[config.mk]
export PLATFORM = sky130hd
export DESIGN_NAME = torus_source_route_walk_core
export DESIGN_NICKNAME = d
export VERILOG_FILES = /design/src/rtl/tsrw_pkg.sv /design/src/rtl/torus_source_route_walk_core.sv /design/src/rtl/tsrw_cfg.sv /design/src/rtl/tsrw_ctrl.sv /design/src/rtl/tsrw_dp.sv
export SDC_FILE = /design/constraint.sdc
export NUM_CORES = 1
export LEC_CHECK = 0
export ABC_AREA = 0
export BUFFER_PORTS_ARGS = -buffer_cell sky130_fd_sc_hd__buf_4
export CAP_MARGIN = 20
export CORE_MARGIN = 4
export CORE_UTILIZATION = 40
export DETAILED_ROUTE_END_ITERATION = 7
export PLACE_DENSITY = 0.77
export SETUP_SLACK_MARGIN = 0.2
export SYNTH_ARGS = -nofsm -noshare
export SYNTH_HDL_FRONTEND = slang
export SYNTH_SLANG_ARGS = --single-unit
[constraint.sdc]
create_clock -name clk -period 2.4 [get_ports clk]
set_clock_uncertainty 0.1 [all_clocks]
set_input_delay 0.12 -clock clk [delete_from_list [all_inputs] [get_ports clk]]
set_output_delay 0.12 -clock clk [all_outputs]
set_load 0.005 [all_outputs]
[src/rtl/tsrw_pkg.sv]
// Package for the torus source route walker: grid constants, tables and shared types.
`default_nettype none
package tsrw_pkg;

  localparam int GRID_WIDTH  = 4;
  localparam int GRID_HEIGHT = 4;

  localparam int XW        = $clog2(GRID_WIDTH);
  localparam int YW        = $clog2(GRID_HEIGHT);
  localparam int TILE_W    = 4;
  localparam int HOP_W     = 4;
  localparam int ROUTE_W   = 32;
  localparam int FIELD_W   = 2;
  localparam int MAX_MOVES = 15;

  localparam int IN_DATA_W  = 40;
  localparam int OUT_DATA_W = 16;

  localparam int CFG_ADDR_W = 4;
  localparam int CFG_DATA_W = 32;

  typedef logic [FIELD_W-1:0] code_t;

  // register indexes on the config port
  typedef enum logic [1:0] {
    REG_NORTH = 2'd0,
    REG_EAST  = 2'd1,
    REG_WEST  = 2'd2,
    REG_SOUTH = 2'd3
  } reg_idx_t;

  localparam code_t NORTH_RST = 2'd0;
  localparam code_t EAST_RST  = 2'd1;
  localparam code_t WEST_RST  = 2'd2;
  localparam code_t SOUTH_RST = 2'd3;

  typedef struct packed {
    code_t north;
    code_t east;
    code_t west;
    code_t south;
  } codes_t;

  typedef enum logic {
    ST_IDLE = 1'b0,
    ST_SEND = 1'b1
  } st_t;

  typedef struct packed {
    logic load;
    logic step;
  } dp_cmd_t;

  typedef struct packed {
    logic last;
  } dp_status_t;

  typedef logic [15:0][XW-1:0] x_tab_t;
  typedef logic [15:0][YW-1:0] y_tab_t;

  // tile -> column, with out-of-grid columns folded back
  function automatic x_tab_t build_x_tab();
    x_tab_t t;
    for (int i = 0; i < 16; i++) begin
      t[i] = XW'((i / GRID_HEIGHT) % GRID_WIDTH);
    end
    return t;
  endfunction

  function automatic y_tab_t build_y_tab();
    y_tab_t t;
    for (int i = 0; i < 16; i++) begin
      t[i] = YW'(i % GRID_HEIGHT);
    end
    return t;
  endfunction

  localparam x_tab_t X_OF_TILE = build_x_tab();
  localparam y_tab_t Y_OF_TILE = build_y_tab();

  // tile index kept to 4 bits, so the product only needs its low nibble
  function automatic logic [TILE_W-1:0] tile_of(input logic [XW-1:0] x,
                                                input logic [YW-1:0] y);
    logic [TILE_W-1:0] prod;
    prod = TILE_W'(x) * TILE_W'(GRID_HEIGHT);
    return prod + TILE_W'(y);
  endfunction

endpackage
`default_nettype wire

[src/rtl/torus_source_route_walk_core.sv]
// Top level of the 2D torus source route walker.
//
// Input channel (in_*): one word per route: 32-bit route, source tile and
// expected destination. Output channel (out_*): one word per path position,
// hop 0 being the source tile, then one per tile visited; tlast marks the end.
// Config (cfg_*): APB registers for the north, east, west and south codes.
//
// Timing: hop 0 is shown the cycle after the route word is taken. Each
// further hop follows in the cycle after the previous one is taken, as the
// single-hop step unit in the datapath resolves one field per cycle while
// out_tready is high. A route makes 2 to 16 output words; in_tready is
// high only between routes.
//
// Reset (synchronous, rst_n low) returns the FSM to idle and the codes to
// north 0, east 1, west 2, south 3. When out_tready is low the current word
// holds and the walk pauses.
`default_nettype none
module torus_source_route_walk_core (
  input  wire logic                            clk,
  input  wire logic                            rst_n,
  // route_word[31:0], source_tile[35:32], expected_dest[39:36]
  input  wire logic [tsrw_pkg::IN_DATA_W-1:0]  in_tdata,
  input  wire logic                            in_tvalid,
  output logic                                 in_tready,
  // tile[3:0], hop_index[7:4], dest_mismatch[8], no_terminator[9], zeros above
  output logic      [tsrw_pkg::OUT_DATA_W-1:0] out_tdata,
  output logic                                 out_tlast,
  output logic                                 out_tvalid,
  input  wire logic                            out_tready,
  input  wire logic                            cfg_psel,
  input  wire logic                            cfg_penable,
  input  wire logic                            cfg_pwrite,
  input  wire logic [tsrw_pkg::CFG_ADDR_W-1:0] cfg_paddr,
  input  wire logic [tsrw_pkg::CFG_DATA_W-1:0] cfg_pwdata,
  output logic      [tsrw_pkg::CFG_DATA_W-1:0] cfg_prdata,
  output logic                                 cfg_pready
);

  tsrw_pkg::codes_t     codes;
  tsrw_pkg::dp_cmd_t    cmd;
  tsrw_pkg::dp_status_t status;

  tsrw_cfg u_cfg (
    .clk         (clk),
    .rst_n       (rst_n),
    .cfg_psel    (cfg_psel),
    .cfg_penable (cfg_penable),
    .cfg_pwrite  (cfg_pwrite),
    .cfg_paddr   (cfg_paddr),
    .cfg_pwdata  (cfg_pwdata),
    .cfg_prdata  (cfg_prdata),
    .cfg_pready  (cfg_pready),
    .codes       (codes)
  );

  tsrw_ctrl u_ctrl (
    .clk        (clk),
    .rst_n      (rst_n),
    .in_tvalid  (in_tvalid),
    .in_tready  (in_tready),
    .out_tvalid (out_tvalid),
    .out_tready (out_tready),
    .status     (status),
    .cmd        (cmd)
  );

  tsrw_dp u_dp (
    .clk       (clk),
    .in_tdata  (in_tdata),
    .codes     (codes),
    .cmd       (cmd),
    .status    (status),
    .out_tdata (out_tdata),
    .out_tlast (out_tlast)
  );

endmodule
`default_nettype wire

[src/rtl/tsrw_cfg.sv]
// APB register block holding the four direction codes.
`default_nettype none
module tsrw_cfg (
  input  wire logic                            clk,
  input  wire logic                            rst_n,
  input  wire logic                            cfg_psel,
  input  wire logic                            cfg_penable,
  input  wire logic                            cfg_pwrite,
  input  wire logic [tsrw_pkg::CFG_ADDR_W-1:0] cfg_paddr,
  input  wire logic [tsrw_pkg::CFG_DATA_W-1:0] cfg_pwdata,
  output logic      [tsrw_pkg::CFG_DATA_W-1:0] cfg_prdata,
  output logic                                 cfg_pready,
  output tsrw_pkg::codes_t                     codes
);

  tsrw_pkg::codes_t   codes_r, codes_nxt;
  tsrw_pkg::reg_idx_t idx;
  logic               wr_en;
  tsrw_pkg::code_t    rd_code;

  assign cfg_pready = 1'b1;
  assign idx   = tsrw_pkg::reg_idx_t'(cfg_paddr[3:2]);
  assign wr_en = cfg_psel && cfg_penable && cfg_pwrite && cfg_pready;

  always_comb begin
    codes_nxt = codes_r;
    if (wr_en) begin
      unique case (idx)
        tsrw_pkg::REG_NORTH: codes_nxt.north = cfg_pwdata[1:0];
        tsrw_pkg::REG_EAST:  codes_nxt.east  = cfg_pwdata[1:0];
        tsrw_pkg::REG_WEST:  codes_nxt.west  = cfg_pwdata[1:0];
        tsrw_pkg::REG_SOUTH: codes_nxt.south = cfg_pwdata[1:0];
        default:             codes_nxt = codes_r;
      endcase
    end
  end

  always_comb begin
    unique case (idx)
      tsrw_pkg::REG_NORTH: rd_code = codes_r.north;
      tsrw_pkg::REG_EAST:  rd_code = codes_r.east;
      tsrw_pkg::REG_WEST:  rd_code = codes_r.west;
      tsrw_pkg::REG_SOUTH: rd_code = codes_r.south;
      default:             rd_code = '0;
    endcase
  end

  assign cfg_prdata = tsrw_pkg::CFG_DATA_W'(rd_code);
  assign codes      = codes_r;

  always_ff @(posedge clk) begin
    if (!rst_n) begin
      codes_r.north <= tsrw_pkg::NORTH_RST;
      codes_r.east  <= tsrw_pkg::EAST_RST;
      codes_r.west  <= tsrw_pkg::WEST_RST;
      codes_r.south <= tsrw_pkg::SOUTH_RST;
    end else begin
      codes_r <= codes_nxt;
    end
  end

endmodule
`default_nettype wire

[src/rtl/tsrw_ctrl.sv]
// Controller FSM: takes a route word, then sequences one hop result per output handshake.
`default_nettype none
module tsrw_ctrl (
  input  wire logic                 clk,
  input  wire logic                 rst_n,
  input  wire logic                 in_tvalid,
  output logic                      in_tready,
  output logic                      out_tvalid,
  input  wire logic                 out_tready,
  input  wire tsrw_pkg::dp_status_t status,
  output tsrw_pkg::dp_cmd_t         cmd
);

  tsrw_pkg::st_t state_r, state_nxt;

  always_comb begin
    state_nxt = state_r;
    unique case (state_r)
      tsrw_pkg::ST_IDLE: begin
        if (in_tvalid) state_nxt = tsrw_pkg::ST_SEND;
      end
      tsrw_pkg::ST_SEND: begin
        if (out_tready && status.last) state_nxt = tsrw_pkg::ST_IDLE;
      end
      default: state_nxt = tsrw_pkg::ST_IDLE;
    endcase
  end

  always_comb begin
    in_tready  = 1'b0;
    out_tvalid = 1'b0;
    cmd        = '0;
    unique case (state_r)
      tsrw_pkg::ST_IDLE: begin
        in_tready = 1'b1;
        cmd.load  = in_tvalid;
      end
      tsrw_pkg::ST_SEND: begin
        out_tvalid = 1'b1;
        cmd.step   = out_tready && !status.last;
      end
      default: begin
        in_tready = 1'b0;
      end
    endcase
  end

  always_ff @(posedge clk) begin
    if (!rst_n) begin
      state_r <= tsrw_pkg::ST_IDLE;
    end else begin
      state_r <= state_nxt;
    end
  end

endmodule
`default_nettype wire

[src/rtl/tsrw_dp.sv]
// Datapath: route shifter, torus position, hop counter and the output word register.
`default_nettype none
module tsrw_dp (
  input  wire logic                           clk,
  input  wire logic [tsrw_pkg::IN_DATA_W-1:0] in_tdata,
  input  wire tsrw_pkg::codes_t               codes,
  input  wire tsrw_pkg::dp_cmd_t              cmd,
  output tsrw_pkg::dp_status_t                status,
  output logic [tsrw_pkg::OUT_DATA_W-1:0]     out_tdata,
  output logic                                out_tlast
);

  logic [tsrw_pkg::ROUTE_W-1:0] route_r, route_nxt;
  logic [tsrw_pkg::XW-1:0]      x_r, x_nxt;
  logic [tsrw_pkg::YW-1:0]      y_r, y_nxt;
  logic [tsrw_pkg::HOP_W-1:0]   hop_r, hop_nxt;
  logic [tsrw_pkg::TILE_W-1:0]  tile_r, tile_nxt;
  logic [tsrw_pkg::TILE_W-1:0]  dest_r, dest_nxt;
  logic                         last_r, last_nxt;
  logic                         mism_r, mism_nxt;
  logic                         fault_r, fault_nxt;

  logic [tsrw_pkg::ROUTE_W-1:0] in_route;
  logic [tsrw_pkg::TILE_W-1:0]  in_src;
  logic [tsrw_pkg::TILE_W-1:0]  in_dest;
  tsrw_pkg::code_t              cur, follow;
  logic [tsrw_pkg::XW-1:0]      x_mv;
  logic [tsrw_pkg::YW-1:0]      y_mv;
  logic [tsrw_pkg::HOP_W-1:0]   hop_inc;
  logic [tsrw_pkg::TILE_W-1:0]  tile_mv;
  logic                         term;
  logic                         out_of_fields;

  assign in_route = in_tdata[31:0];
  assign in_src   = in_tdata[35:32];
  assign in_dest  = in_tdata[39:36];

  assign cur    = route_r[31:30];
  assign follow = route_r[29:28];

  // first matching code wins: north, east, south, west
  always_comb begin
    x_mv = x_r;
    y_mv = y_r;
    if (cur == codes.north) begin
      y_mv = (y_r == tsrw_pkg::YW'(tsrw_pkg::GRID_HEIGHT - 1)) ? '0 : y_r + 1'b1;
    end else if (cur == codes.east) begin
      x_mv = (x_r == tsrw_pkg::XW'(tsrw_pkg::GRID_WIDTH - 1)) ? '0 : x_r + 1'b1;
    end else if (cur == codes.south) begin
      y_mv = (y_r == '0) ? tsrw_pkg::YW'(tsrw_pkg::GRID_HEIGHT - 1) : y_r - 1'b1;
    end else if (cur == codes.west) begin
      x_mv = (x_r == '0) ? tsrw_pkg::XW'(tsrw_pkg::GRID_WIDTH - 1) : x_r - 1'b1;
    end
  end

  assign hop_inc       = hop_r + 1'b1;
  assign tile_mv       = tsrw_pkg::tile_of(x_mv, y_mv);
  // terminator compares raw field codes
  assign term          = (cur == ~follow);
  assign out_of_fields = (hop_inc == tsrw_pkg::HOP_W'(tsrw_pkg::MAX_MOVES));

  always_comb begin
    route_nxt = route_r;
    x_nxt     = x_r;
    y_nxt     = y_r;
    hop_nxt   = hop_r;
    tile_nxt  = tile_r;
    dest_nxt  = dest_r;
    last_nxt  = last_r;
    mism_nxt  = mism_r;
    fault_nxt = fault_r;
    if (cmd.load) begin
      route_nxt = in_route;
      x_nxt     = tsrw_pkg::X_OF_TILE[in_src];
      y_nxt     = tsrw_pkg::Y_OF_TILE[in_src];
      hop_nxt   = '0;
      tile_nxt  = tsrw_pkg::tile_of(tsrw_pkg::X_OF_TILE[in_src],
                                    tsrw_pkg::Y_OF_TILE[in_src]);
      dest_nxt  = in_dest;
      last_nxt  = 1'b0;
      mism_nxt  = 1'b0;
      fault_nxt = 1'b0;
    end else if (cmd.step) begin
      route_nxt = {route_r[tsrw_pkg::ROUTE_W-3:0], 2'b00};
      x_nxt     = x_mv;
      y_nxt     = y_mv;
      hop_nxt   = hop_inc;
      tile_nxt  = tile_mv;
      last_nxt  = term || out_of_fields;
      mism_nxt  = (term || out_of_fields) && (tile_mv != dest_r);
      fault_nxt = !term && out_of_fields;
    end
  end

  always_ff @(posedge clk) begin
    route_r <= route_nxt;
    x_r     <= x_nxt;
    y_r     <= y_nxt;
    hop_r   <= hop_nxt;
    tile_r  <= tile_nxt;
    dest_r  <= dest_nxt;
    last_r  <= last_nxt;
    mism_r  <= mism_nxt;
    fault_r <= fault_nxt;
  end

  assign status.last = last_r;
  assign out_tdata   = {6'b0, fault_r, mism_r, hop_r, tile_r};
  assign out_tlast   = last_r;

endmodule
`default_nettype wire

==> summary.md <==
| Metric | Value |
|---|---|
| Setup total negative slack | `0 ps` |
| Commonest cells after routing, fill and taps aside | `nand2_1 (115), buf_4 (72), dlygate4sd3_1 (45), edfxtp_1 (40), conb_1 (37)` |
| Insertion delay of the later-clocked pin in the worst-skew pair | `slightly above 300 ps` |
| Number of violations of the max-capacitance limit | `0` |
| Sequential share of the synthesized area | `0.474` |
| CP max stage cell | `o211ai_1` |
| Layout cells sized above 1 | `0.190` |
| FF+latch count, synth | `56` |
| Outcome | `finished, final reports clean` |
| Detailed Route WL | `7170 µm` |
| Reg-to-reg critical path startpoint | `u_cfg.codes[4]$_SDFFE_PN1P_` |
| Initial core utilization | `0.413` |
| Synthesis warning total | `0` |
| Post-route antenna net violation count | `0` |
| Number of buffers inserted during clock tree synthesis | `5` |
| Number of optimization iterations in the first detailed-route pass | `5` |
| Number of instances in the synthesized netlist | `349` |
| Total number of nets in the final design | `about 550` |
| Endpoint type of the worst setup path | `flop` |
| Total power divided by cell area | `roughly 560 mW/mm²` |
| Combined flip-flop and latch cell area | `roughly 0.0015 mm²` |
| Worst hold path type | `primary input to flop` |
| Critical path required time | `around 2500 ps` |
| Final critical-path share of the clock period | `0.856` |
| Worst slew margin relative to its limit | `0.644` |
| Largest stage delay on the critical path | `about 470 ps` |
| Final Max Tran Viols | `0` |
| Count of boundary I/O pins | `approximately 140` |
| Remaining global-route overflow | `0` |
| Area of all placed cells without fillers | `0.00422 mm²` |
| Diodes inserted | `0` |
| RSZ-0062 raised after global routing | `false` |
| Most used flip-flop cell after synthesis | `edfxtp_1` |
| # clock sinks | `56` |
| Maximum number of pins on one net before global-route repair | `between 40 and 50` |
| X dimension of the die | `between 90 and 100 µm` |
| Via count of the first global-routing pass | `about 2,500` |
| Most common cell after layout, fill and taps aside | `nand2_1` |
| Arrival time reported for the critical path endpoint | `roughly 2200 ps` |
| Die footprint | `about 0.0095 mm²` |
| Top delay family on crit path | `compound AO/OA/AOI/OAI gates` |
| Final total power | `0.00235 W` |
| Starting DRT DRC Count | `86` |
| Startpoint-to-endpoint class of the critical path | `flop to flop` |
| HP Start | `in_tdata[34]` |
| Peak ir drop on the vdd network | `approximately 0.38 mV` |
| Final HPWL from detailed placement | `approximately 5000 µm` |
| Post-synth cell types | `44` |
| Startpoint type of the worst setup path | `flop` |
| Post-synthesis area per instance | `between 9 and 10 µm²` |
| Std-Cell Core Area | `0.00777 mm²` |
| Number of cells on the worst hold path | `3` |
| First-pass GRT wire length | `11,600 µm` |
| Post-detailed-route wirelength per cell | `between 10 and 15 µm` |
| Async set-reset flop share out of synthesis | `0` |
| Reported leakage power | `1.92 nW` |
| Final period demand of the worst path | `around 2100 ps` |
| CTS root buf | `clkbuf_8` |
| Highest net fanout along the worst path | `5` |
| Clock slew seen by the registers of the worst setup and hold paths | `around 100 ps` |
| Synth-to-Final Area Change | `31.4%` |
| Placed inst area | `approximately 0.0037 mm²` |
| Count of flip-flops with a built-in enable after synthesis | `40` |
| Buffers from clock root to sink, at most | `2` |
| Number of H-tree levels | `2` |
| TritonCTS clock tree | `built` |
| Number of port buffers | `between 60 and 70` |
| Setup violation total in the final timing report | `0` |
| Vias/cell | `between 4 and 5` |
| Launching instance or port of the critical path | `u_cfg.codes[4]$_SDFFE_PN1P_` |
| Critical Path Stages | `6` |
| Cell Area, Synth | `~0.0032 mm²` |
| Antenna violations before repair | `0` |
| Global-route usage over all layers | `0.146` |
| Transition time of the tightest slew-check pin | `about 530 ps` |
| Worst path bufs/invs | `0` |
| Vias | `approximately 2,600` |
| Filler cell count | `about 700` |
| Die span in y | `slightly below 100 µm` |
| F_max | `486 MHz` |
| CP cell instances | `xor2_1 > o211ai_1 > nand2_1 > a221o_1 > a22oi_1 > a32oi_1` |
| Cell Rows | `32` |
| Gpl congestion | `0.819` |
| R2r worst-path depth | `6` |
| Detailed-route DRC error count | `0` |
| Area of combinational cells with multiple inputs | `~0.0014 mm²` |
| Hold Vio Cnt, Final | `0` |
==> layout make-up <==
cell class                      count  share of cell area
Tap cell                          102              0.0303
Clock buffer                        5              0.0163
Multi-Input combinational cell    265               0.337
Clock inverter                      3             0.00534
Inverter                           11             0.00980
Sequential cell                    56               0.361
Timing Repair Buffer              118               0.240
==> state kept, by name (all words and copies together), names as in the netlist <==
register	count
u_dp.dest_r	4
u_dp.out_tlast	1
u_ctrl.state_r	1
u_dp.fault_r	1
u_dp.mism_r	1
u_cfg.codes	8
u_dp.tile_r	4
u_dp.hop_r	4
u_dp.route_r	32
==> metrics by stage <==
step                      setup slack, ps   util  hold slack [ps]  instances
after global placement                433  0.471              199        505
after detailed placement              384  0.471              199        505
after floorplan                       352      -             81.9        384
after CTS                             365  0.541             24.9        558
after global routing                  204  0.543             41.6        560
final                                 344  0.543             29.8        560
==> worst min-delay path, stage by stage <==
cell	delay [ps]
buf_4	90
nor2_1	40
nor2_1	80
==> cells by family after synthesis <==
family          after synthesis  synth area share
mux                          10            0.0402
compound gates               34            0.0749
flops                        56             0.474
other cells                   2           0.00234
xor+xnor                     22            0.0601
buf+inv                      63             0.124
simple gates                156             0.201
fa+ha+maj                     6            0.0234
==> power breakdown <==
| part | leakage, nW | switching, W | internal, W |
|---|---|---|---|
| logic | 1.36 | 0.000298 | 0.000298 |
| clock network | 0.0447 | 0.000317 | 0.000209 |
| registers | 0.522 | 0.0000681 | 0.00116 |
==> routing by layer <==
metal	part of all wire	global-route usage	up-vias
met5	0	0	-
met4	0.0064	0.0319	0
met3	0.044	0.0258	4
met2	0.55	0.283	64
met1	0.40	0.166	1211
li1	-	-	1298
==> cell usage after synthesis, types with 2 or more instances <==
library cell	instances	area (µm²)
nand2_1	116	435
edfxtp_1	40	1200
buf_4	39	293
dfxtp_1	16	320
nand3_1	13	65.1
inv_1	11	41.3
nor2_1	11	41.3
xnor2_1	11	96.3
xor2_1	11	96.3
o21ai_0	9	45.0
clkbuf_1	8	30.0
mux2i_1	8	80.1
a21oi_1	6	30.0
ha_1	6	75.1
a21o_1	4	30.0
and3_1	3	18.8
buf_1	3	11.3
nor2b_1	3	18.8
and2_1	2	12.5
buf_6	2	22.5
conb_1	2	7.51
nand2b_1	2	12.5
nor3_1	2	10.0
==> repair_timing <==
item,in CTS,in global routing
endpoints found under the hold margin,47,0
buffers inserted,0,2
hold buffers,45,0
resized for setup,0,0
setup endpoints to repair,0,1
==> path summary, 6_finish.rpt <==
check	endpoint	slack [ps]
setup reg to reg	u_dp.mism_r$_SDFFE_PP0P_	340
setup / recovery	u_dp.mism_r$_SDFFE_PP0P_	340
hold reg to reg	u_dp.fault_r$_SDFFE_PP0P_	370
hold / removal	u_dp.tile_r[2]$_DFFE_PP_	30
Note: power is estimated with default switching activity, not from simulation.
